$ cat src/sv/bpse_pkg.sv
// Shared types and constants for the byte pair substitution encoder.
package bpse_pkg;

  localparam int ByteW      = 8;
  localparam int PairIdxW   = 2 * ByteW;
  localparam int TableDepth = 1 << PairIdxW;
  localparam int MaxOut     = 4;
  localparam int OutCntW    = $clog2(MaxOut + 1);
  localparam int OutIdxW    = $clog2(MaxOut);

  localparam int CfgIdxW = 1;
  localparam logic [CfgIdxW-1:0] RegCommon = 1'b0;
  localparam logic [CfgIdxW-1:0] RegEscape = 1'b1;

  localparam logic CmdData  = 1'b0;
  localparam logic CmdTable = 1'b1;

  typedef struct packed {
    logic                cmd;
    logic [ByteW-1:0]    in_byte;
    logic                is_last;
    logic [PairIdxW-1:0] table_index;
    logic [ByteW-1:0]    table_value;
  } in_item_t;

  typedef struct packed {
    logic [ByteW-1:0] out_byte;
    logic             out_item_last;
    logic             out_stream_end;
  } out_item_t;

  // data byte held between the table lookup and the emit stage
  typedef struct packed {
    logic [ByteW-1:0] cur_byte;
    logic [ByteW-1:0] prev_byte;
    logic             is_last;
  } stage_t;

endpackage

$ cat src/sv/bpse_emit.sv
// Pair decision, pending byte tracking and result byte sequencing.
module bpse_emit (
  input  logic                       clk,
  input  logic                       rst_n,
  input  logic                       s1_valid,
  input  bpse_pkg::stage_t           s1_item,
  input  logic [bpse_pkg::ByteW-1:0] pair_code,
  input  logic [bpse_pkg::ByteW-1:0] flush_code,
  input  logic [bpse_pkg::ByteW-1:0] plain_code,
  input  logic [bpse_pkg::ByteW-1:0] esc_code,
  output logic                       s1_adv,
  output logic                       out_valid,
  input  logic                       out_stall,
  output bpse_pkg::out_item_t        out_data
);
  import bpse_pkg::*;

  logic                           pend_valid_r, pend_valid_nxt;
  logic                           ex_valid_r, ex_valid_nxt;
  logic [MaxOut-1:0][ByteW-1:0]   ex_bytes_r, ex_bytes_nxt;
  logic [OutIdxW-1:0]             ex_top_r, ex_top_nxt;
  logic [OutIdxW-1:0]             ex_idx_r, ex_idx_nxt;
  logic                           ex_end_r, ex_end_nxt;

  logic [MaxOut-1:0][ByteW-1:0]   lst;
  logic [OutCntW-1:0]             lst_n;
  logic                           keep;
  logic                           beat;
  logic                           ex_at_top;
  logic                           ex_done;

  // build the result list for the byte in stage 1
  always_comb begin
    lst   = '0;
    lst_n = '0;
    keep  = 1'b1;
    if (pend_valid_r) begin
      if (pair_code == plain_code) begin
        lst[0] = s1_item.prev_byte;
        lst_n  = OutCntW'(1);
      end else if (pair_code == esc_code) begin
        lst[0] = esc_code;
        lst[1] = s1_item.prev_byte;
        lst_n  = OutCntW'(2);
      end else begin
        lst[0] = pair_code;
        lst_n  = OutCntW'(1);
        keep   = 1'b0;
      end
    end
    // flush at end of stream
    if (s1_item.is_last && keep) begin
      if (flush_code == esc_code && esc_code != plain_code) begin
        lst[lst_n[OutIdxW-1:0]] = esc_code;
        lst_n = lst_n + OutCntW'(1);
      end
      lst[lst_n[OutIdxW-1:0]] = s1_item.cur_byte;
      lst_n = lst_n + OutCntW'(1);
    end
  end

  assign beat      = ex_valid_r && !out_stall;
  assign ex_at_top = (ex_idx_r == ex_top_r);
  assign ex_done   = beat && ex_at_top;
  assign s1_adv    = s1_valid && (!ex_valid_r || ex_done);

  always_comb begin
    pend_valid_nxt = pend_valid_r;
    ex_valid_nxt   = ex_valid_r;
    ex_bytes_nxt   = ex_bytes_r;
    ex_top_nxt     = ex_top_r;
    ex_idx_nxt     = ex_idx_r;
    ex_end_nxt     = ex_end_r;
    if (beat) begin
      if (ex_at_top) begin
        ex_valid_nxt = 1'b0;
      end else begin
        ex_idx_nxt = ex_idx_r + OutIdxW'(1);
      end
    end
    if (s1_adv) begin
      pend_valid_nxt = keep && !s1_item.is_last;
      if (lst_n != '0) begin
        ex_valid_nxt = 1'b1;
        ex_bytes_nxt = lst;
        ex_top_nxt   = OutIdxW'(lst_n - OutCntW'(1));
        ex_idx_nxt   = '0;
        ex_end_nxt   = s1_item.is_last;
      end
    end
  end

  always_ff @(posedge clk) begin
    if (!rst_n) begin
      pend_valid_r <= 1'b0;
      ex_valid_r   <= 1'b0;
      ex_idx_r     <= '0;
    end else begin
      pend_valid_r <= pend_valid_nxt;
      ex_valid_r   <= ex_valid_nxt;
      ex_idx_r     <= ex_idx_nxt;
    end
    ex_bytes_r <= ex_bytes_nxt;
    ex_top_r   <= ex_top_nxt;
    ex_end_r   <= ex_end_nxt;
  end

  assign out_valid               = ex_valid_r;
  assign out_data.out_byte       = ex_bytes_r[ex_idx_r];
  assign out_data.out_item_last  = ex_at_top;
  assign out_data.out_stream_end = ex_at_top && ex_end_r;

  a_idx_in_range: assert property (@(posedge clk) disable iff (!rst_n)
    ex_valid_r |-> ex_idx_r <= ex_top_r)
    else $error("emit index past end of result list");

  a_end_clears_pending: assert property (@(posedge clk) disable iff (!rst_n)
    (beat && out_data.out_stream_end) |-> !pend_valid_r)
    else $error("pending byte still held at end of stream");

  a_last_flushes: assert property (@(posedge clk) disable iff (!rst_n)
    (s1_adv && s1_item.is_last) |=> !pend_valid_r)
    else $error("last byte left a pending byte");

  a_idx_steps: assert property (@(posedge clk) disable iff (!rst_n)
    (beat && !ex_at_top) |=> ex_valid_r && ex_idx_r == $past(ex_idx_r) + OutIdxW'(1))
    else $error("result sequence skipped or lost a beat");

endmodule

$ cat config.mk
export PLATFORM = sky130hd
export DESIGN_NAME = bpse_emit
export DESIGN_NICKNAME = d
export VERILOG_FILES = /design/src/sv/bpse_pkg.sv /design/src/sv/bpse_emit.sv
export SDC_FILE = /design/constraint.sdc
export NUM_CORES = 1
export LEC_CHECK = 0
export BUFFER_PORTS_ARGS = -buffer_cell sky130_fd_sc_hd__buf_2
export CORE_MARGIN = 4
export CORE_UTILIZATION = 59
export CTS_CLUSTER_DIAMETER = 30
export DETAILED_ROUTE_END_ITERATION = 6
export GPL_TIMING_DRIVEN = 0
export PLACE_DENSITY = 0.86
export SYNTH_ARGS = -nofsm -noshare
export SYNTH_HDL_FRONTEND = slang
export SYNTH_SLANG_ARGS = --single-unit
$ cat constraint.sdc
create_clock -name clk -period 6.9 [get_ports clk]
set_input_delay 0 -clock clk [delete_from_list [all_inputs] [get_ports clk]]
set_output_delay 0 -clock clk [all_outputs]
set_load 0.02 [all_outputs]
# After elaboration in Yosys (flattened, before gate mapping)
# Cells that the tools add are included.
# classes
div_mod_pow	0
order_cmp	5
n_mux	33
add_sub_neg	4
n_reduce_logical	15
multipliers	0
n_bitwise	0
n_shift	0
eq_ne	5
# ops
cell	n
bitwise mux 32 bit	2
2-to-1 mux 32 bit	2
2-to-1 mux 8 bit	7
demux 8 bit (select 2 bit)	2
2-to-1 mux 16 bit	2
== test 8 bit	3
binary-select mux 8 bit (select 2 bit)	1
2-to-1 mux 3 bit	5
2-to-1 mux 2 bit	5
logical AND 1 bit	9
< comparator 2 x 3 -> 1 bit, second input constant	3
inequality test 8 bit	1
2-to-1 mux 1 bit	7
adder 3 x 1 -> 3 bit, second input constant	2
greater-or-equal comparator 2 x 1 -> 1 bit, second input constant	2
logical NOT 1 bit	3
nonzero test 3 bit	1
adder 2 x 1 -> 2 bit, second input constant	1
== test 2 bit	1
AND reduction 2 bit	1
subtractor 2 x 1 -> 2 bit, second input constant	1
logical OR 1 bit	1
# word_totals
input_bits	53
mem_bits_rw	0
ff_bits	39
latchBits	0
romBits	0
memories	0

# Logic depth before layout (Yosys ltp)
# Gate-level depths: netlist of the first run.
# logic_depth
ltp_word	13
ltp_mapped	16
ltp_nobuf	12

# Least setup slack after synthesis of the first run
# No wires, ideal clock.
# synth_path
path_kind	in2reg
start	in esc_code[6] (netlist name)
end	reg ex_bytes_r[24] (netlist name), data pin
cell_stages	16
arrival_ns	2.585
slack_ns	4.048
t_required_ns	6.633
cell_sequence	buf_2 -> xor2_1 -> nor4_1 -> nand2_1 -> nor3b_1 -> buf_2 -> inv_1 -> ha_1 -> nand2_1 -> o21ai_0 -> ha_1 -> buf_1 -> and3b_1 -> clkbuf_1 -> a22oi_1 -> nor2_1
# synth_between
elab_chain_cells	12
# synth_lines
element	line	rtl
start, declared	bpse_emit.sv:10	input logic [bpse_pkg::ByteW-1:0] esc_code,
== test 8 bit	bpse_emit.sv:41	end else if (pair_code == esc_code) begin
2-to-1 mux 2 bit	bpse_emit.sv:41	
2-to-1 mux 3 bit	bpse_emit.sv:38	if (pair_code == plain_code) begin
2-to-1 mux 3 bit	bpse_emit.sv:37	if (pend_valid_r) begin
adder 3 x 1 -> 3 bit (tied with other cells)	bpse_emit.sv:55	lst_n = lst_n + OutCntW'(1);
2-to-1 mux 3 bit or logical AND 1 bit (tied branches)	bpse_emit.sv:53, bpse_emit.sv:54	
2-to-1 mux 3 bit or 2-to-1 mux 8 bit (tied branches)	bpse_emit.sv:52, bpse_emit.sv:54	
< comparator 2 x 3 -> 1 bit (implied by the code) (tied with other cells)	bpse_emit.sv:57	lst[lst_n[OutIdxW-1:0]] = s1_item.cur_byte;
logical AND 1 bit (implied by the code) or bitwise mux 32 bit (tied branches)	bpse_emit.sv:57, bpse_emit.sv:54	
2-to-1 mux 8 bit (implied by the code) or 2-to-1 mux 32 bit (tied branches)	bpse_emit.sv:57, bpse_emit.sv:53	
demux 8 bit (select 2 bit) or 2-to-1 mux 32 bit (tied branches)	bpse_emit.sv:57, bpse_emit.sv:52	
bitwise mux 32 bit	bpse_emit.sv:57	
end signal, assigned	bpse_emit.sv:103	ex_bytes_r <= ex_bytes_nxt;
end, declared	bpse_emit.sv:20	logic [MaxOut-1:0][ByteW-1:0] ex_bytes_r, ex_bytes_nxt;
# Several ways; a longest one is shown, not always the timed one. The select of a mux whose other input is x is not followed.
# A chain may end at the register's enable or synchronous reset.

# Worst setup path after layout of the first run
# layout_path
start	in esc_code[0] (netlist name)
end	reg ex_bytes_r[28] (netlist name), data pin
# Same word-level chain as after synthesis.

==> flow_summary.yaml, run 1 <==
clock_tree:
  htreeDepth: 2
  clock_path_buffers: 2
  clock_sinks: 39
  cts_buffers: 5
  clkLatencyLatePin_ps: 300
  cts_tree: "yes"
  cts_resized: 0
  cts.clk_slew.worst_paths_ps: 70
  cts_root_buf: "clkbuf_8"
power_and_ir_drop:
  p_seq_share_pct: 46.7
  pwr-share-comb_pct: 20.6
  power.density_nw_per_um2: 172
  clkPwrFrac_pct: 32.8
  swShare_pct: 27.2
  ir_drop_mv: 0.0908
  internal-power_uw: 429
  p_leak_uw: 0.00139
  switchingPower_uw: 160
timing:
  drv_slew: 0
  setup_viol: 0
  fin_ws_ps: 3650
  timing.slew.headroom_pct: 13.5
  worst_pin_slew_ps: 1300
  fin_crit_sh_pct: 47.0
  worst_clock_skew_ps: 5.50
  hold_viol: 0
  fmax_mhz: 308
  finalCriticalPeriod_ps: 3250
  rsz0062_at_grt: "no"
  final.setup.tns_ps: 0
logic_synthesis:
  avgSynthCellArea_sq_um: 9.40
  synth-main-ff-cell: "edfxtp_1"
  ys_top_cells_by_count: "75 x nand2_1, 35 x edfxtp_1, 27 x xor2_1, 21 x inv_1, 13 x buf_2"
  synth-edff-count: 35
  synth_largest_area_cell: "edfxtp_1"
  synth.area.top_cells: "edfxtp_1 36%, nand2_1 9.6%, xor2_1 8.1%"
  synth_nets: 370
  syn-cell-area_sq_um: 2930
  yosysUniqueCellTypes: 45
  yosysWarnings: 0
  ys_seq_area_share_pct: 38.6
  ys_ff_latch: 39
  synth_async_sr_flop_share_pct: 0
  synthCells: 312
  yosys.area.top_type_share_pct: 35.8
  synth_most_common_cell: "nand2_1"
finish:
  nFillCells: 341
  nets: 435
  syn_to_final_growth_pct: 16.9
  final_layout_size_suffix_gt1_share_pct: 25.7
  final_cells: 445
  multi_input_area_sq_um: 1590
  antenna_cells: 0
  regArea_sq_um: 1130
worst_setup_path:
  arrival_ps: 3270
  rr_worst_depth: 13
  crit_required_ps: 6930
  critPathMaxFanout: 11
  path_class: "in -> reg"
  crit_path_end_kind: "flip-flop"
  worstSetupStartpointType: "primary input"
placed_design:
  port_buffers: 56
  pre_cts_ws_ps: 3410
  routabilityCongestion: 0.919
  dpl.cell_count: 435
  post-dp-hpwl_mm: 5.33
drt:
  routedWlPerCell_um: 16.3
  drtAntennaViolNets: 0
  route.vias.total: 2594
  totalWireLength_mm: 7.26
  drtIter0Drc: 255
  viasPerCell: 5.83
  drc_errors: 0
  dr.pass1.iters: 5
status:
  status: "complete, no violations"
grt:
  grt_pass1_wl_mm: 11.8
  grt_pass1_vias: 2457
  antenna_found_initial: 0
  grt.total_usage_pct: 24.3
  grt_overflow: 0
  grt_max_degree: 36
worst_hold_path:
  hold_path.class: "in -> reg"
  holdPathStages: 4
die:
  die_w_um: 78.5
  io_pins: 65
  die_area_sq_um: 6170
  rows: 25
  initial_utilization_pct: 61.3
  die_h_um: 78.5
  core_region_area_sq_um: 4790
flow_run:
  maxCapViolCount: 0
==> cell families after synthesis <==
kind of cell | count (synthesis) | synth area share [%]
AO/OA/AOI/OAI | 46 | 12.3
adder cells (fa/ha/maj) | 5 | 2.13
AND/OR/NAND/NOR | 116 | 17.4
buffers and inverters | 47 | 7.21
XOR/XNOR | 38 | 11.3
flip-flops | 39 | 38.6
multiplexers | 21 | 11.0
==> metal layers <==
layer / part of all wire, % / routed length, um / GRT usage, %
met4: 2.4 / 173 / 10.8
met3: 10 / 756 / 3.44
met2: 46 / 3350 / 37.0
met5: 0 / 0 / 0
met1: 41 / 2980 / 34.3
==> cells in the final DEF (no fill, tap or decap), types with 4 or more instances in the layout <==
master and n:
a222oi_1 8, a22oi_1 8, and2_1 4, and3_1 5
buf_2 69, clkbuf_1 7, clkbuf_8 5, dfxtp_1 4
edfxtp_1 35, ha_1 5, inv_1 21, mux2i_1 8
mux4_2 8, nand2_1 75, nand3_1 6, nor2_1 12
nor4_1 6, o21ai_1 8, xnor2_1 11, xor2_1 27
==> registers in the layout (all words and copies together) (netlist names) <==
name,count
ex_bytes_r,32
ex_end_r,1
ex_idx_r,2
ex_top_r,2
out_valid,1
pend_valid_r,1
==> critical path, cell delays in order <==
cell	delay (ps)
buf_2	160
xor2_1	150
nor4_1	290
nand2_1	270
nor3b_1	270
buf_2	290
inv_1	120
ha_1	300
nand2_1	50
o21ai_0	70
ha_1	160
buf_1	400
and3b_1	230
clkbuf_1	220
a22oi_1	220
nor2_1	60
==> repair_timing <==
item                      4_1_cts  5_1_grt
hold endpoints to repair        5        0
setup buffers                   0        0
hold buffers                    2        0
==> metrics by stage <==
| step | hold WS (ps) | utilization [%] | total power (uW) | instance area, sq um |
|---|---|---|---|---|
| floorplan | 98.9 | - | 357 | 2930 |
| global placement | 246 | 68.9 | 396 | 3300 |
| detailed placement | 251 | 68.9 | 399 | 3300 |
| CTS | 16.1 | 71.7 | 586 | 3430 |
| global route | 48.7 | 71.7 | 611 | 3430 |
| finish | 10.3 | 71.7 | 589 | 3430 |
==> layout make-up <==
type / instances / area share, %
multi-input cells: 226 / 46.4
flip-flops and latches: 39 / 33.0
repair buffers: 58 / 8.75
plain buffers: 26 / 3.87
well taps: 67 / 2.44
inverters: 21 / 2.30
clock buffers: 5 / 2.01
clock inverters: 3 / 1.28
==> worst paths after layout <==
kind | from | to | slack [ps]
worst max-delay path | esc_code[0] | ex_bytes_r[28]$_SDFFCE_PN0P_ | 3650
worst min-delay path | s1_valid | pend_valid_r$_SDFFE_PN0P_ | 10
worst max register to register | pend_valid_r$_SDFFE_PN0P_ | ex_bytes_r[28]$_SDFFCE_PN0P_ | 3740
worst min register to register | out_valid$_SDFF_PN0_ | out_valid$_SDFF_PN0_ | 570
==> power groups by stage <==
stage | registers, uW | logic, uW | clock network, uW
after global routing | 276 | 132 | 202
after detailed placement | 280 | 118 | 0
after CTS | 275 | 120 | 191
after global placement | 279 | 116 | 0
after floorplan | 280 | 77.3 | 0
final | 275 | 121 | 193
Power figures use the tool's default switching activity.
==> run 2, diff against run 1 <==
- ABC_AREA: default -> 1
- CORE_UTILIZATION: 59 -> 51
- PLACE_DENSITY: 0.86 -> 0.77
- clock period: 6.9 -> 2.9 ns (I/O delays scaled with it)
==> flow_summary.yaml, run 2 <==
drt:
  route.vias.total: 3716
  dr.pass1.iters: 6
  drtAntennaViolNets: 0
  drc_errors: 0
  viasPerCell: 5.26
  routedWlPerCell_um: 13.7
  totalWireLength_mm: 9.65
  drtIter0Drc: 275
timing:
  fmax_mhz: 376
  worst_pin_slew_ps: 939
  finalCriticalPeriod_ps: 2660
  timing.slew.headroom_pct: 37.3
  rsz0062_at_grt: "no"
  timing.hold.ws_ps: 16.2
  worst_clock_skew_ps: 5.65
  drv_slew: 0
  hold_viol: 0
  setup_viol: 0
  fin_crit_sh_pct: 91.7
  fin_ws_ps: 240
finish:
  largest_reg_flops: 32
  regMostFlops: "ex_bytes_r"
  reg_top3: "ex_bytes_r x32, ex_idx_r x2, ex_top_r x2"
  final_common_cell: "nand2_1"
  final_layout_size_suffix_gt1_share_pct: 17.8
  syn_to_final_growth_pct: 14.7
  antenna_cells: 0
  most-common-layout-cells: "246 x nand2_1, 62 x buf_2, 52 x nand3_1"
  nets: 686
placed_design:
  port_buffers: 59
  pre_cts_ws_ps: -230
  post-dp-hpwl_mm: 7.69
  routabilityCongestion: 0.878
grt:
  grt_max_degree: 36
  grt_pass1_vias: 3410
  grt_pass1_wl_mm: 15.7
  grt_overflow: 0
  antenna_found_initial: 0
  grt.total_usage_pct: 22.8
logic_synthesis:
  ys_top_cells_by_count: "246 x nand2_1, 52 x nand3_1, 51 x inv_1, 49 x nor2_1, 35 x edfxtp_1"
  avgSynthCellArea_sq_um: 6.28
  synth_largest_area_cell: "edfxtp_1"
  ys_seq_area_share_pct: 32.2
  yosys.area.top_type_share_pct: 29.9
  yosysWarnings: 0
  syn-cell-area_sq_um: 3510
  synth_most_common_cell: "nand2_1"
  ys_ff_latch: 39
  synth-edff-count: 35
  synth_async_sr_flop_share_pct: 0
  synth-main-ff-cell: "edfxtp_1"
  synth_nets: 618
  synthCells: 560
  synth.area.top_cells: "edfxtp_1 30%, nand2_1 26%, nand3_1 7.4%"
  yosysUniqueCellTypes: 30
die:
  rows: 29
  core_region_area_sq_um: 6530
  initial_utilization_pct: 53.8
  die_w_um: 91.0
  die_h_um: 91.0
  die_area_sq_um: 8280
  io_pins: 65
clock_tree:
  clock_sinks: 39
  cts_buffers: 5
  htreeDepth: 2
  clock_path_buffers: 2
  cts_tree: "yes"
  cts_setup_buffers: 0
  cts.clk_slew.worst_paths_ps: 70
  clkLatencyLatePin_ps: 290
  cts_root_buf: "clkbuf_8"
worst_setup_path:
  critPathMaxFanout: 35
  path_class: "reg -> reg"
  crit_required_ps: 2810
  arrival_ps: 2570
  worstSetupStartpointType: "flip-flop"
  crit_path_end_kind: "flip-flop"
  r2r_slack_ps: 240
power_and_ir_drop:
  ir_drop_mv: 0.146
  p_leak_uw: 0.00211
  p_total_uw: 1410
  power.density_nw_per_um2: 351
status:
  status: "complete, no violations"
flow_run:
  maxCapViolCount: 0
worst_hold_path:
  hold_path.class: "in -> reg"
-- run 2: changes by cell type after synthesis, sizes merged, moves of 6 or more --
cell	change
mux4	-8
xor2	-22
mux2i	-8
inv	+39
nand2	+186
o21ai	+11
a222oi	-8
nor4	-6
a21oi	+15
a22oi	-8
nand3	+48
nor2	+42
buf	-6
-- run 2: cells by family after synthesis --
group                      Yosys count  synth area share, %
xor gates and xnor gates            13                 3.24
adders and majority gates            5                 1.78
AOI/OAI and AO/OA                   49                 7.37
DFF                                 39                 32.2
buffers and inverters               82                 9.86
and+or+nand+nor                    372                 45.6
-- run 2: layout make-up --
class	instances	area, sq um
Multi-Input combinational cell	439	2060
Timing Repair Buffer	61	315
Inverter	63	238
Tap cell	77	96.3
Clock inverter	3	15.0
Fill cell	635	2500
Clock buffer	5	68.8
Sequential cell	39	1130
Buffer	19	109
-- run 2: what timing repair did --
action	CTS	global route
endpoints found under the setup margin	0	8
hold buffers	2	0
hold endpoints to repair	3	0
resized for setup	0	2
-- run 2: metal layers --
metal  up-vias  share of wire (%)  global-route usage (%)
li1       1900                  -                       -
met1      1632                 43                    28.7
met2       172                 49                    40.8
met3        12                6.6                    2.64
met4         0                1.6                    7.41
met5         -                  0                       0
-- run 2: worst max-delay path, cell delays in order, from the launching register on --
cell and delay, ps:
dfxtp_1 470, clkbuf_1 400, buf_1 430, nor2_1 200, nor2_4 760
-- run 2: final timing paths --
kind                                                end                 startpoint  depth (start not counted)
worst max-delay path            ex_bytes_r[5]$_DFFE_PP_  pend_valid_r$_SDFFE_PN0P_                          4
worst min-delay path             ex_idx_r[0]$_SDFF_PN0_                  out_stall                          4
worst max register to register  ex_bytes_r[5]$_DFFE_PP_  pend_valid_r$_SDFFE_PN0P_                          4
worst min register to register   ex_idx_r[0]$_SDFF_PN0_       out_valid$_SDFF_PN0_                          4
-- run 2: report_power, final --
group | switching, uW | internal (uW)
logic | 268 | 133
registers | 11.7 | 653
clock network | 184 | 165
-- run 2: stage by stage --
stage          util (%)  std cells  setup TNS (ps)  area [sq um]
2_1_floorplan         -        560               0          3520
3_3_place_gp       59.8        696           -5290          3910
3_5_place_dp       59.9        696           -1500          3910
4_1_cts            61.5        706               0          4020
5_1_grt            61.7        706               0          4030
6_report           61.7        706               0          4030
==> run 3, diff against run 2 <==
- BUFFER_PORTS_ARGS: -buffer_cell sky130_fd_sc_hd__buf_2 -> default
- CORE_UTILIZATION: 51 -> 59
- DONT_BUFFER_PORTS: default -> 1
- PLACE_DENSITY: 0.77 -> 0.78
==> flow_summary.yaml, run 3 (synthesis results as in run 2) <==
status:
  status: "complete, no violations"
worst_setup_path:
  timing.rr.end: "ex_bytes_r[26]$_SDFFCE_PN0P_"
  rr_startpoint: "pend_valid_r$_SDFFE_PN0P_"
  worstSetupStartpointType: "flip-flop"
  crit_path_end_kind: "flip-flop"
  path_class: "reg -> reg"
  rr_worst_depth: 9
  arrival_ps: 2760
  crit_required_ps: 3010
  r2r_slack_ps: 260
  critPathMaxFanout: 9
power_and_ir_drop:
  p_leak_uw: 0.00191
  p_total_uw: 1350
  power.density_nw_per_um2: 354
  ir_drop_mv: 0.285
placed_design:
  post-dp-hpwl_mm: 7.44
  routabilityCongestion: 0.888
  port_buffers: 0
timing:
  setup_viol: 0
  finalCriticalPeriod_ps: 2640
  fin_crit_sh_pct: 91.2
  fmax_mhz: 378
  worst_clock_skew_ps: 4.95
  timing.slew.headroom_pct: 36.2
  drv_slew: 0
  rsz0062_at_grt: "no"
  hold_viol: 0
  final.setup.tns_ps: 0
  worst_pin_slew_ps: 955
drt:
  drtAntennaViolNets: 0
  dr.pass1.iters: 6
  drtIter0Drc: 371
  route.vias.total: 3629
  viasPerCell: 5.57
  totalWireLength_mm: 9.52
  routedWlPerCell_um: 14.6
  drc_errors: 0
die:
  core_region_area_sq_um: 5640
  die_area_sq_um: 7260
  io_pins: 65
  die_h_um: 85.2
  initial_utilization_pct: 62.3
  rows: 27
  die_w_um: 85.2
worst_hold_path:
  holdPathStages: 4
  hold_path.class: "in -> reg"
  min_to: "ex_bytes_r[11]$_DFFE_PP_"
  hold_start: "s1_item[4]"
grt:
  grt.total_usage_pct: 27.2
  grt_pass1_vias: 3460
  grt_overflow: 0
  antenna_found_initial: 0
  grt_pass1_wl_mm: 16.0
  grt_max_degree: 36
clock_tree:
  htreeDepth: 2
  clock_sinks: 39
  cts.clk_slew.worst_paths_ps: 70
  clock_path_buffers: 2
  clkLatencyLatePin_ps: 280
  cts_buffers: 5
  cts_tree: "yes"
  cts_root_buf: "clkbuf_8"
finish:
  syn_to_final_growth_pct: 8.58
  nFillCells: 512
  reg_top3: "ex_bytes_r x32, ex_idx_r x2, ex_top_r x2"
  largest_reg_flops: 32
  regMostFlops: "ex_bytes_r"
  final_layout_size_suffix_gt1_share_pct: 8.64
  final_common_cell: "nand2_1"
  nets: 636
  antenna_cells: 0
  most-common-layout-cells: "246 x nand2_1, 52 x nand3_1, 51 x inv_1"
flow_run:
  maxCapViolCount: 0
[run 3: cell types whose count changed in the layout (fill, tap and decap cells not counted)]
cell           change
buf_2             -59
clkbuf_1           +1
clkinv_2           -3
clkinv_1           +2
dlygate4sd3_1      +9
[run 3: power by group]
| part | switching, uW | internal (uW) |
|---|---|---|
| Combinational | 234 | 109 |
| Sequential | 14.1 | 654 |
| Clock | 176 | 164 |
| Total | 423 | 927 |
[run 3: stage by stage]
step / instance area (sq um) / std cells / hold slack (ps) / util [%] / worst slack [ps]
floorplan: 3520 / 560 / 97.6 / - / 413
global placement: 3610 / 632 / 99.1 / 63.9 / -118
detailed placement: 3610 / 632 / 99.1 / 64.0 / -176
CTS: 3800 / 651 / 0.0283 / 67.4 / 108
global route: 3820 / 651 / 16.2 / 67.6 / 19.6
finish: 3820 / 651 / 12.2 / 67.6 / 256
[run 3: critical path, stage by stage, from the launching register on]
cell and delay (ps):
dfxtp_1 480, nand3_2 200, ha_1 360, o21ai_4 240, inv_1 70, ha_1 170, buf_1 240, nor3b_4 430
nand2_1 100, a21oi_1 180
[run 3: how the worst max path moves through the flow]
stage,depth (start not counted),start,endpoint
2_1_floorplan,4,pend_valid_r$_SDFFE_PN0P_,ex_bytes_r[0]$_DFFE_PP_
3_3_place_gp,4,pend_valid_r$_SDFFE_PN0P_,ex_bytes_r[3]$_DFFE_PP_
3_5_place_dp,16,esc_code[2],ex_bytes_r[24]$_SDFFCE_PN0P_
4_1_cts,9,pend_valid_r$_SDFFE_PN0P_,ex_bytes_r[26]$_SDFFCE_PN0P_
5_1_grt,6,ex_idx_r[0]$_SDFF_PN0_,ex_bytes_r[5]$_DFFE_PP_
6_report,9,pend_valid_r$_SDFFE_PN0P_,ex_bytes_r[26]$_SDFFCE_PN0P_
[run 3: layout make-up]
class | instances | area (sq um) | area share (%)
clock inverter | 2 | 7.51 | 0.197
clock buffer | 6 | 72.6 | 1.90
tap | 72 | 90.1 | 2.36
multi-input combinational | 439 | 2060 | 53.9
timing repair buffer | 11 | 110 | 2.89
buffer | 19 | 109 | 2.85
sequential | 39 | 1130 | 29.6
inverter | 63 | 238 | 6.23
[run 3: per-layer routing]
| metal | vias up | part of all wire (%) | track usage, % |
|---|---|---|---|
| li1 | 1796 | - | - |
| met1 | 1619 | 38 | 31.6 |
| met2 | 186 | 49 | 47.0 |
| met3 | 28 | 9.3 | 6.41 |
| met4 | 0 | 3.1 | 12.7 |
| met5 | - | 0 | 0 |
[run 3: repair_timing]
item	in CTS	in global routing
endpoints found under the setup margin	0	32
buffers inserted	0	0
gates resized for setup	0	2
hold buffers	11	0
endpoints found under the hold margin	13	0
